`src/rtl/lts_pkg.sv`:
```
// Package for the token scanner: widths, byte codes, result codes,
// result and bundle structs, and small helpers for classifying bytes.
// No dependencies.
package lts_pkg;

    localparam int POS_BITS    = 16;
    localparam int OFFSET_BITS = 20;
    localparam int QUEUE_DEPTH = 4;
    localparam int QPTR_BITS   = $clog2(QUEUE_DEPTH);

    localparam logic [POS_BITS-1:0]    POS_MAX = {POS_BITS{1'b1}};
    localparam logic [OFFSET_BITS-1:0] OFF_MAX = {OFFSET_BITS{1'b1}};
    localparam logic [POS_BITS-1:0]    POS_ONE = {{(POS_BITS-1){1'b0}}, 1'b1};

    // byte codes
    localparam logic [7:0] CH_NUL    = 8'h00;
    localparam logic [7:0] CH_TAB    = 8'h09;
    localparam logic [7:0] CH_LF     = 8'h0A;
    localparam logic [7:0] CH_SPACE  = 8'h20;
    localparam logic [7:0] CH_QUOTE  = 8'h22;
    localparam logic [7:0] CH_LPAREN = 8'h28;
    localparam logic [7:0] CH_RPAREN = 8'h29;
    localparam logic [7:0] CH_DOT    = 8'h2E;
    localparam logic [7:0] CH_ZERO   = 8'h30;
    localparam logic [7:0] CH_NINE   = 8'h39;
    localparam logic [7:0] CH_SEMI   = 8'h3B;
    localparam logic [7:0] CH_BSLASH = 8'h5C;
    localparam logic [7:0] CH_LBRACE = 8'h7B;
    localparam logic [7:0] CH_RBRACE = 8'h7D;

    // result kinds
    localparam logic [1:0] RK_TOKEN     = 2'd0;
    localparam logic [1:0] RK_UNTERM    = 2'd1;
    localparam logic [1:0] RK_BACKSLASH = 2'd2;

    // token kinds
    localparam logic [1:0] TK_NUMBER   = 2'd0;
    localparam logic [1:0] TK_STRING   = 2'd1;
    localparam logic [1:0] TK_SYMBOL   = 2'd2;
    localparam logic [1:0] TK_RESERVED = 2'd3;

    typedef struct packed {
        logic [1:0]             result_kind;
        logic [1:0]             token_kind;
        logic [POS_BITS-1:0]    line_number;
        logic [POS_BITS-1:0]    column_number;
        logic [OFFSET_BITS-1:0] start_offset;
        logic [OFFSET_BITS-1:0] token_length;
    } result_t;

    // everything one byte produces: one or two results
    typedef struct packed {
        logic    two;
        result_t first;
        result_t second;
    } bundle_t;

    function automatic logic [POS_BITS-1:0] sat_pos(input logic [POS_BITS-1:0] v);
        return (v == POS_MAX) ? POS_MAX : v + POS_ONE;
    endfunction

    function automatic logic [OFFSET_BITS-1:0] sat_off(input logic [OFFSET_BITS-1:0] v);
        return (v == OFF_MAX) ? OFF_MAX : v + {{(OFFSET_BITS-1){1'b0}}, 1'b1};
    endfunction

    function automatic logic is_num(input logic [7:0] c);
        return (c inside {[CH_ZERO:CH_NINE], CH_DOT});
    endfunction

    function automatic logic is_res(input logic [7:0] c);
        return (c inside {CH_LBRACE, CH_RBRACE, CH_LPAREN, CH_RPAREN});
    endfunction

    function automatic logic is_sym(input logic [7:0] c);
        return !(c inside {CH_NUL, CH_QUOTE, CH_SEMI, CH_SPACE, CH_TAB, CH_LF, CH_BSLASH})
               && !is_num(c) && !is_res(c);
    endfunction

endpackage

```
`src/rtl/lts_front.sv`:
```
// Front end of the token scanner: mode machine, position counters and
// result bundle for each accepted byte. Depends on lts_pkg.
module lts_front
    import lts_pkg::*;
(
    input  logic       aclk,
    input  logic       aresetn,
    input  logic       accept,
    input  logic [7:0] char_byte,
    output logic       push,
    output bundle_t    bundle
);

    typedef enum logic [2:0] {
        MODE_IDLE,
        MODE_NUMBER,
        MODE_SYMBOL,
        MODE_STRING,
        MODE_COMMENT,
        MODE_ERROR
    } mode_t;

    mode_t                  mode_reg, mode_next;
    logic                   pb_reg, pb_next;
    logic [POS_BITS-1:0]    row_reg, row_next;
    logic [POS_BITS-1:0]    col_reg, col_next;
    logic [OFFSET_BITS-1:0] off_reg, off_next;
    logic [OFFSET_BITS-1:0] tso_reg, tso_next;
    logic [POS_BITS-1:0]    tsc_reg, tsc_next;

    logic    fall;
    logic    a_vld, b_vld;
    result_t a_res, b_res;
    logic [OFFSET_BITS-1:0] tok_len;

    assign tok_len = off_reg - tso_reg;

    always_comb begin
        mode_next = mode_reg;
        pb_next   = pb_reg;
        row_next  = row_reg;
        col_next  = col_reg;
        off_next  = off_reg;
        tso_next  = tso_reg;
        tsc_next  = tsc_reg;
        fall      = 1'b0;
        a_vld     = 1'b0;
        b_vld     = 1'b0;
        a_res     = '{RK_TOKEN, TK_NUMBER, row_reg, tsc_reg, tso_reg, tok_len};
        b_res     = '{RK_TOKEN, TK_RESERVED, row_reg, col_reg, off_reg,
                      {{(OFFSET_BITS-1){1'b0}}, 1'b1}};

        case (mode_reg)
            MODE_NUMBER: begin
                if (is_num(char_byte)) begin
                    col_next = sat_pos(col_reg);
                    off_next = sat_off(off_reg);
                end else begin
                    a_vld     = 1'b1;
                    mode_next = MODE_IDLE;
                    fall      = 1'b1;
                end
            end
            MODE_SYMBOL: begin
                if (is_sym(char_byte)) begin
                    col_next = sat_pos(col_reg);
                    off_next = sat_off(off_reg);
                end else begin
                    a_vld            = 1'b1;
                    a_res.token_kind = TK_SYMBOL;
                    mode_next        = MODE_IDLE;
                    fall             = 1'b1;
                end
            end
            MODE_STRING: begin
                if (char_byte == CH_NUL) begin
                    a_vld = 1'b1;
                    a_res = '{RK_UNTERM, TK_NUMBER, row_reg, col_reg, off_reg, '0};
                    mode_next = MODE_IDLE;
                    pb_next   = 1'b0;
                    row_next  = POS_ONE;
                    col_next  = POS_ONE;
                    off_next  = '0;
                    tso_next  = '0;
                    tsc_next  = POS_ONE;
                end else if (char_byte == CH_QUOTE && !pb_reg) begin
                    a_vld            = 1'b1;
                    a_res.token_kind = TK_STRING;
                    mode_next        = MODE_IDLE;
                    pb_next          = 1'b0;
                    col_next         = sat_pos(col_reg);
                    off_next         = sat_off(off_reg);
                end else begin
                    // a newline here moves the column and offset on, not the row
                    pb_next  = (char_byte == CH_BSLASH);
                    col_next = sat_pos(col_reg);
                    off_next = sat_off(off_reg);
                end
            end
            MODE_COMMENT: begin
                if (char_byte != CH_NUL && char_byte != CH_LF) begin
                    col_next = sat_pos(col_reg);
                    off_next = sat_off(off_reg);
                end else begin
                    mode_next = MODE_IDLE;
                    fall      = 1'b1;
                end
            end
            MODE_ERROR: begin
                if (char_byte == CH_NUL) begin
                    mode_next = MODE_IDLE;
                    pb_next   = 1'b0;
                    row_next  = POS_ONE;
                    col_next  = POS_ONE;
                    off_next  = '0;
                    tso_next  = '0;
                    tsc_next  = POS_ONE;
                end else begin
                    col_next = sat_pos(col_reg);
                    off_next = sat_off(off_reg);
                end
            end
            default: begin
                mode_next = MODE_IDLE;
                fall      = 1'b1;
            end
        endcase

        // byte handled from idle, also after a number, symbol or comment has ended on it
        if (fall) begin
            if (char_byte == CH_NUL) begin
                mode_next = MODE_IDLE;
                pb_next   = 1'b0;
                row_next  = POS_ONE;
                col_next  = POS_ONE;
                off_next  = '0;
                tso_next  = '0;
                tsc_next  = POS_ONE;
            end else if (char_byte == CH_SPACE || char_byte == CH_TAB) begin
                col_next = sat_pos(col_reg);
                off_next = sat_off(off_reg);
            end else if (char_byte == CH_LF) begin
                row_next = sat_pos(row_reg);
                col_next = POS_ONE;
                off_next = sat_off(off_reg);
            end else if (char_byte == CH_SEMI) begin
                mode_next = MODE_COMMENT;
                col_next  = sat_pos(col_reg);
                off_next  = sat_off(off_reg);
            end else if (is_num(char_byte)) begin
                tso_next  = off_reg;
                tsc_next  = col_reg;
                mode_next = MODE_NUMBER;
                col_next  = sat_pos(col_reg);
                off_next  = sat_off(off_reg);
            end else if (char_byte == CH_QUOTE) begin
                // string position starts after the opening quote
                pb_next   = 1'b0;
                tso_next  = sat_off(off_reg);
                tsc_next  = sat_pos(col_reg);
                mode_next = MODE_STRING;
                col_next  = sat_pos(col_reg);
                off_next  = sat_off(off_reg);
            end else if (is_res(char_byte)) begin
                b_vld    = 1'b1;
                col_next = sat_pos(col_reg);
                off_next = sat_off(off_reg);
            end else if (char_byte == CH_BSLASH) begin
                b_vld = 1'b1;
                b_res = '{RK_BACKSLASH, TK_NUMBER, row_reg, col_reg, off_reg, '0};
                mode_next = MODE_ERROR;
                col_next  = sat_pos(col_reg);
                off_next  = sat_off(off_reg);
            end else begin
                tso_next  = off_reg;
                tsc_next  = col_reg;
                mode_next = MODE_SYMBOL;
                col_next  = sat_pos(col_reg);
                off_next  = sat_off(off_reg);
            end
        end
    end

    assign push          = accept && (a_vld || b_vld);
    assign bundle.two    = a_vld && b_vld;
    assign bundle.first  = a_vld ? a_res : b_res;
    assign bundle.second = b_res;

    always_ff @(posedge aclk) begin
        if (!aresetn) begin
            mode_reg <= MODE_IDLE;
            pb_reg   <= 1'b0;
            row_reg  <= POS_ONE;
            col_reg  <= POS_ONE;
            off_reg  <= '0;
            tso_reg  <= '0;
            tsc_reg  <= POS_ONE;
        end else if (accept) begin
            mode_reg <= mode_next;
            pb_reg   <= pb_next;
            row_reg  <= row_next;
            col_reg  <= col_next;
            off_reg  <= off_next;
            tso_reg  <= tso_next;
            tsc_reg  <= tsc_next;
        end
    end

endmodule

```
`src/rtl/lts_queue.sv`:
```
// Short bundle queue between scanner front end and output stage.
// Depends on lts_pkg.
module lts_queue
    import lts_pkg::*;
(
    input  logic    aclk,
    input  logic    aresetn,
    input  logic    push,
    input  bundle_t push_data,
    input  logic    pop,
    output logic    not_full,
    output logic    not_empty,
    output bundle_t pop_data
);

    bundle_t               mem [QUEUE_DEPTH];
    logic [QPTR_BITS-1:0]  wptr_reg, rptr_reg;
    logic [QPTR_BITS:0]    count_reg, count_next;

    localparam logic [QPTR_BITS:0] COUNT_FULL = QUEUE_DEPTH[QPTR_BITS:0];

    assign not_full  = (count_reg != COUNT_FULL);
    assign not_empty = (count_reg != '0);
    assign pop_data  = mem[rptr_reg];

    always_comb begin
        count_next = count_reg;
        if (push && !pop) count_next = count_reg + 1'b1;
        else if (!push && pop) count_next = count_reg - 1'b1;
    end

    always_ff @(posedge aclk) begin
        if (push) mem[wptr_reg] <= push_data;
    end

    always_ff @(posedge aclk) begin
        if (!aresetn) begin
            wptr_reg  <= '0;
            rptr_reg  <= '0;
            count_reg <= '0;
        end else begin
            if (push) wptr_reg <= wptr_reg + 1'b1;
            if (pop)  rptr_reg <= rptr_reg + 1'b1;
            count_reg <= count_next;
        end
    end

endmodule

```
`src/rtl/lts_back.sv`:
```
// Output stage: takes bundles from the queue and sends their results one
// word at a time through a registered output. Depends on lts_pkg.
module lts_back
    import lts_pkg::*;
(
    input  logic    aclk,
    input  logic    aresetn,
    input  logic    q_not_empty,
    input  bundle_t q_data,
    output logic    q_pop,
    output logic    out_valid,
    input  logic    out_ready,
    output result_t out_res,
    output logic    out_last
);

    logic    ovld_reg;
    result_t ores_reg;
    logic    olast_reg;
    logic    pvld_reg;      // second result of a bundle still to go
    result_t pres_reg;
    logic    load;

    assign load  = !ovld_reg || out_ready;
    assign q_pop = load && !pvld_reg && q_not_empty;

    assign out_valid = ovld_reg;
    assign out_res   = ores_reg;
    assign out_last  = olast_reg;

    always_ff @(posedge aclk) begin
        if (!aresetn) begin
            ovld_reg <= 1'b0;
            pvld_reg <= 1'b0;
        end else if (load) begin
            if (pvld_reg) begin
                ovld_reg <= 1'b1;
                pvld_reg <= 1'b0;
            end else if (q_not_empty) begin
                ovld_reg <= 1'b1;
                pvld_reg <= q_data.two;
            end else begin
                ovld_reg <= 1'b0;
            end
        end
    end

    always_ff @(posedge aclk) begin
        if (load) begin
            if (pvld_reg) begin
                ores_reg  <= pres_reg;
                olast_reg <= 1'b1;
            end else if (q_not_empty) begin
                ores_reg  <= q_data.first;
                olast_reg <= !q_data.two;
                pres_reg  <= q_data.second;
            end
        end
    end

endmodule

```
`src/rtl/lisp_token_scanner_unit.sv`:
```
// Top level of the s-expression token scanner: front end, bundle queue,
// output stage. Depends on lts_pkg, lts_front, lts_queue, lts_back.
//
//  channel | ports                              | carries
//  --------+------------------------------------+------------------------------
//  input   | s_valid, s_ready, s_char_byte      | one source byte per word
//  result  | m_valid, m_ready, m_result_kind .. | one token or error per word
//
// A byte is taken every cycle while the four-entry bundle queue has room; its
// state update is done in the cycle it is accepted. A byte yields zero, one or
// two results; unless m_ready stalls it, the output stage sends one result a
// cycle from a register, so a two-result byte gives two words. Results pass the
// queue and output register. Reset is synchronous and clears mode, counters,
// queue and output valid. A stalled output fills the queue, then s_ready drops.
module lisp_token_scanner_unit
    import lts_pkg::*;
(
    input  logic                   aclk,
    input  logic                   aresetn,
    input  logic                   s_valid,
    output logic                   s_ready,
    input  logic [7:0]             s_char_byte,
    output logic                   m_valid,
    input  logic                   m_ready,
    output logic [1:0]             m_result_kind,
    output logic [1:0]             m_token_kind,
    output logic [POS_BITS-1:0]    m_line_number,
    output logic [POS_BITS-1:0]    m_column_number,
    output logic [OFFSET_BITS-1:0] m_start_offset,
    output logic [OFFSET_BITS-1:0] m_token_length,
    output logic                   m_last_of_run
);

    logic    accept;
    logic    push, pop, q_not_full, q_not_empty;
    bundle_t push_data, pop_data;
    result_t out_res;

    assign s_ready = q_not_full;
    assign accept  = s_valid && q_not_full;

    lts_front u_front (
        .aclk      (aclk),
        .aresetn   (aresetn),
        .accept    (accept),
        .char_byte (s_char_byte),
        .push      (push),
        .bundle    (push_data)
    );

    lts_queue u_queue (
        .aclk      (aclk),
        .aresetn   (aresetn),
        .push      (push),
        .push_data (push_data),
        .pop       (pop),
        .not_full  (q_not_full),
        .not_empty (q_not_empty),
        .pop_data  (pop_data)
    );

    lts_back u_back (
        .aclk        (aclk),
        .aresetn     (aresetn),
        .q_not_empty (q_not_empty),
        .q_data      (pop_data),
        .q_pop       (pop),
        .out_valid   (m_valid),
        .out_ready   (m_ready),
        .out_res     (out_res),
        .out_last    (m_last_of_run)
    );

    assign m_result_kind   = out_res.result_kind;
    assign m_token_kind    = out_res.token_kind;
    assign m_line_number   = out_res.line_number;
    assign m_column_number = out_res.column_number;
    assign m_start_offset  = out_res.start_offset;
    assign m_token_length  = out_res.token_length;

endmodule
```
`config.mk`:
```
export PLATFORM = sky130hd
export DESIGN_NAME = lisp_token_scanner_unit
export DESIGN_NICKNAME = d
export VERILOG_FILES = /design/src/rtl/lts_pkg.sv /design/src/rtl/lts_front.sv /design/src/rtl/lts_queue.sv /design/src/rtl/lts_back.sv /design/src/rtl/lisp_token_scanner_unit.sv
export SDC_FILE = /design/constraint.sdc
export NUM_CORES = 1
export LEC_CHECK = 0
export BUFFER_PORTS_ARGS = -buffer_cell sky130_fd_sc_hd__clkbuf_2
export CAP_MARGIN = 5
export CORE_MARGIN = 1
export CORE_UTILIZATION = 60
export CTS_CLUSTER_SIZE = 25
export DETAILED_ROUTE_END_ITERATION = 8
export PLACE_DENSITY = 0.87
export SLEW_MARGIN = 10
export SYNTH_ARGS = -nofsm -noshare
export SYNTH_HDL_FRONTEND = slang
export SYNTH_SLANG_ARGS = --single-unit
```
`constraint.sdc`:
```
create_clock -name aclk -period 12.7 [get_ports aclk]
set_input_delay 0 -clock aclk [delete_from_list [all_inputs] [get_ports aclk]]
set_output_delay 0 -clock aclk [all_outputs]
set_load 0.02 [all_outputs]
```
==> metrics.md <==
| Metric | Value |
|---|---|
| Share of layout cells above drive strength 1 | 22.2% |
| Pint | 4.50 mW |
| DRC viols | 0 |
| PortBufs | 90 |
| CP required | 12.92 ns |
| Clock power share | 31.3% |
| Largest net degree at the start of global routing | 78 |
| Post-synth ARST share | 0% |
| Setup TNS Final | 0 ns |
| Critical path arrival | 4.37 ns |
| I/O pin count | 91 |
| Slew margin rel. | 17.7% |
| Most used DFF post-synth | edfxtp_1 |
| Syn. warnings | 0 |
| Area delta synth->final | 10.8% |
| Sequential power share | 47.9% |
| Max_cap viols | 0 |
| Final Setup Violations | 0 |
| Syn Area/Cell | 15.4 um^2 |
| Register-to-Register Path Depth | 6 |
| Initial antenna violation count | 0 |
| CTS tree | done |
| Core box area | 48,000 um^2 |
| Critical Path, Cell by Cell | nor2b_1 -> nor2b_1 -> o311ai_4 -> a31oi_2 -> and2_4 -> buf_4 |
| Commonest cells after routing, fill and taps aside | edfxtp_1 (591), mux4_2 (115), dfxtp_1 (100) |
| Initial Util | 61.2% |
| HP Class | input port to flip-flop |
| Count of cell types in the netlist | 89 |
| Vias | 18,378 |
| Final nets | 2,030 |
| CTS H-tree depth | 3 |
| Max-slew violation count | 0 |
| Critical Path Sink Type | flip-flop |
| Max FO, Critical Path | 62 |
| Fillers | 2,961 |
| Vias in the first global route | 17,869 |
| R2r startpoint | u_front.mode_reg[1] |
| Delay of the slowest critical-path stage | 0.87 ns |
| Routed Antenna Nets | 0 |
| Gr ovfl total | 0 |
| Worst R2R End | u_queue.mem[0][111] |
| Mapped Cells | 1,915 |
| Core Util, Final | 67.8% |
| RePlAce Congestion | 0.947 |
| Critical Path Slowest Stage Cell | buf_4 |
| RSZ-0062 raised after global routing | no |
| Number of synthesized register bits | 694 |
| Worst hold slack | 0.103 ns |
| CP dominant cell by count | nor2b_1 |
| Final hold violations | 0 |
| Crit path kind | flip-flop to flip-flop |
| Die area | 49,900 um^2 |
| Crit path from | u_front.mode_reg[1] |
| Total Wirelength | 69,900 um |
| Synthesized area | 29,400 um^2 |
| CTS Buf Count | 67 |
| Period utilization | 32.6% |
| Drt pass-1 iters | 8 |
| Comb pwr share | 20.8% |
| Static leakage | 10.2 nW |
| Post-CTS Resized | 0 |
| Area occupied by multi-input gates | 9020 um^2 |
| Via-to-Cell Ratio | 6.91 |
| Root buf cell | clkbuf_16 |
| Die Ht | 223 um |
| Die width | 223 um |
| Post-synth EDFFs | 591 |
| Tot GR Track Use | 28.2% |
| Worst setup SP type | flip-flop |
| Min Tclk post-route | 4.15 ns |
| DP HPWL | 39,700 um |
| CTS Sinks | 694 |
| Global-route wire length before repair | 105,000 um |
| Commonest non-fill, non-tap cell in the layout | edfxtp_1 |
| Outcome | finished clean |
| # rows | 80 |
| Skew final | 0.0324 ns |
| Reg area | 19,800 um^2 |
| Clk Latency, worst-skew pair | 0.62 ns |
| Post-CTS setup buffers | 0 |
| Worst-margin pin slew | 1.24 ns |
| P_sw | 1.85 mW |
| Clk slew on worst S/H paths | 0.06 ns |
| Seq/Total Area, Yosys | 67.4% |
| Max FFs per register | 460 |
| Syn Nets | 1,957 |
| Worst VDD drop | 0.219 mV |
| R2R setup slack | 8.55 ns |
| Power Dens Cells | 195 nW/um^2 |
| F_max | 0.241 GHz |
| N_diodes | 0 |
| Sw Ratio | 29.2% |
| Deepest clock path buffer count | 3 |
| Drt wl/cell | 26.3 um |
| DR iter-0 viols | 2,205 |
| Worst setup path end | u_queue.mem[0][111] |
[worst max-delay path, delay by kind of cell (launching register included)]
kind	cells	cell delay [ns]
flip-flops	1	0.57
AO/OA/AOI/OAI	2	0.65
buffers and inverters	1	0.87
AND/OR/NAND/NOR	3	1.58
[through the flow]
stage / power [mW] / instances / instance area, um^2 / setup slack (ns)
final: 6.35 / 2658 / 32600 / 8.55
after global routing: 6.55 / 2658 / 32600 / 8.32
after CTS: 6.38 / 2658 / 32600 / 8.60
after detailed placement: 4.39 / 2532 / 30400 / 8.49
after global placement: 4.34 / 2532 / 30400 / 8.65
after floorplan: 3.96 / 1915 / 29400 / 6.87
[power groups by stage]
| stage | combinational, mW | clock (mW) | sequential, mW |
|---|---|---|---|
| 2_1_floorplan | 0.773 | 0 | 3.19 |
| 3_3_place_gp | 1.27 | 0 | 3.07 |
| 3_5_place_dp | 1.30 | 0 | 3.09 |
| 4_1_cts | 1.32 | 2.01 | 3.05 |
| 5_1_grt | 1.39 | 2.09 | 3.07 |
| 6_report | 1.32 | 1.99 | 3.05 |
[Yosys cell counts (all sizes together) (8+ instances only)]
cell      n  area (um^2)
o221a     8         90.1
xnor2    10         87.6
nor2    100          378
nand2   101          387
mux4    115         2590
and2     18          118
o22ai    16          100
buf      35          184
nand4    16          100
o211ai   22          165
dfxtp   103         2060
o31ai    10         80.1
a211oi   17          145
nor2b    27          169
mux2     87         1080
xor2     13          114
edfxtp  591        17700
nor4     13         96.3
o21ai    95          475
nand3    58          295
nor3     35          180
a31oi    21          138
and3     28          175
ha       28          350
clkbuf   76          285
a21oi   101          513
inv      35          131
a221o    10          100
a21o     13         97.6
o21a      8         60.1
[cell families after synthesis]
family          synth area share (%)
compound gates                  8.39
xor+xnor                       0.685
fa+ha+maj                       1.33
buf+inv                         2.05
flops                           67.4
mux                             12.7
simple gates                    7.52
[final cells by class]
| class | instances | share of cell area, % |
|---|---|---|
| tap | 615 | 2.36 |
| timing repair buffer | 115 | 1.97 |
| inverter | 36 | 0.415 |
| sequential | 694 | 60.8 |
| clock buffer | 85 | 5.55 |
| clock inverter | 39 | 1.17 |
| multi-input combinational | 1074 | 27.7 |
[what timing repair did]
action,in CTS,in global routing
hold buffers,2,0
hold endpoints to repair,27,0
setup endpoints to repair,0,0
[how the worst min path moves through the flow]
stage	end	slack, ns	cells after the start	start
floorplan	u_back.out_valid	0.24	3	m_ready
global route	u_front.mode_reg[2]	0.15	4	s_char_byte[0]
global placement	m_valid	0.43	1	u_back.out_valid
CTS	u_front.mode_reg[2]	0.05	4	s_char_byte[0]
detailed placement	m_valid	0.43	1	u_back.out_valid
finish	u_front.mode_reg[2]	0.10	4	s_char_byte[0]
[per-layer routing]
metal	up-vias	GRT usage, %	routed length (um)	part of all wire [%]
li1	7739	-	-	-
met1	9145	37.6	26400	38
met2	1292	46.0	34000	49
met3	202	5.04	6910	9.9
met4	0	11.9	2600	3.7
met5	-	0	0	0
No activity file was read; power rests on OpenSTA's default activity.
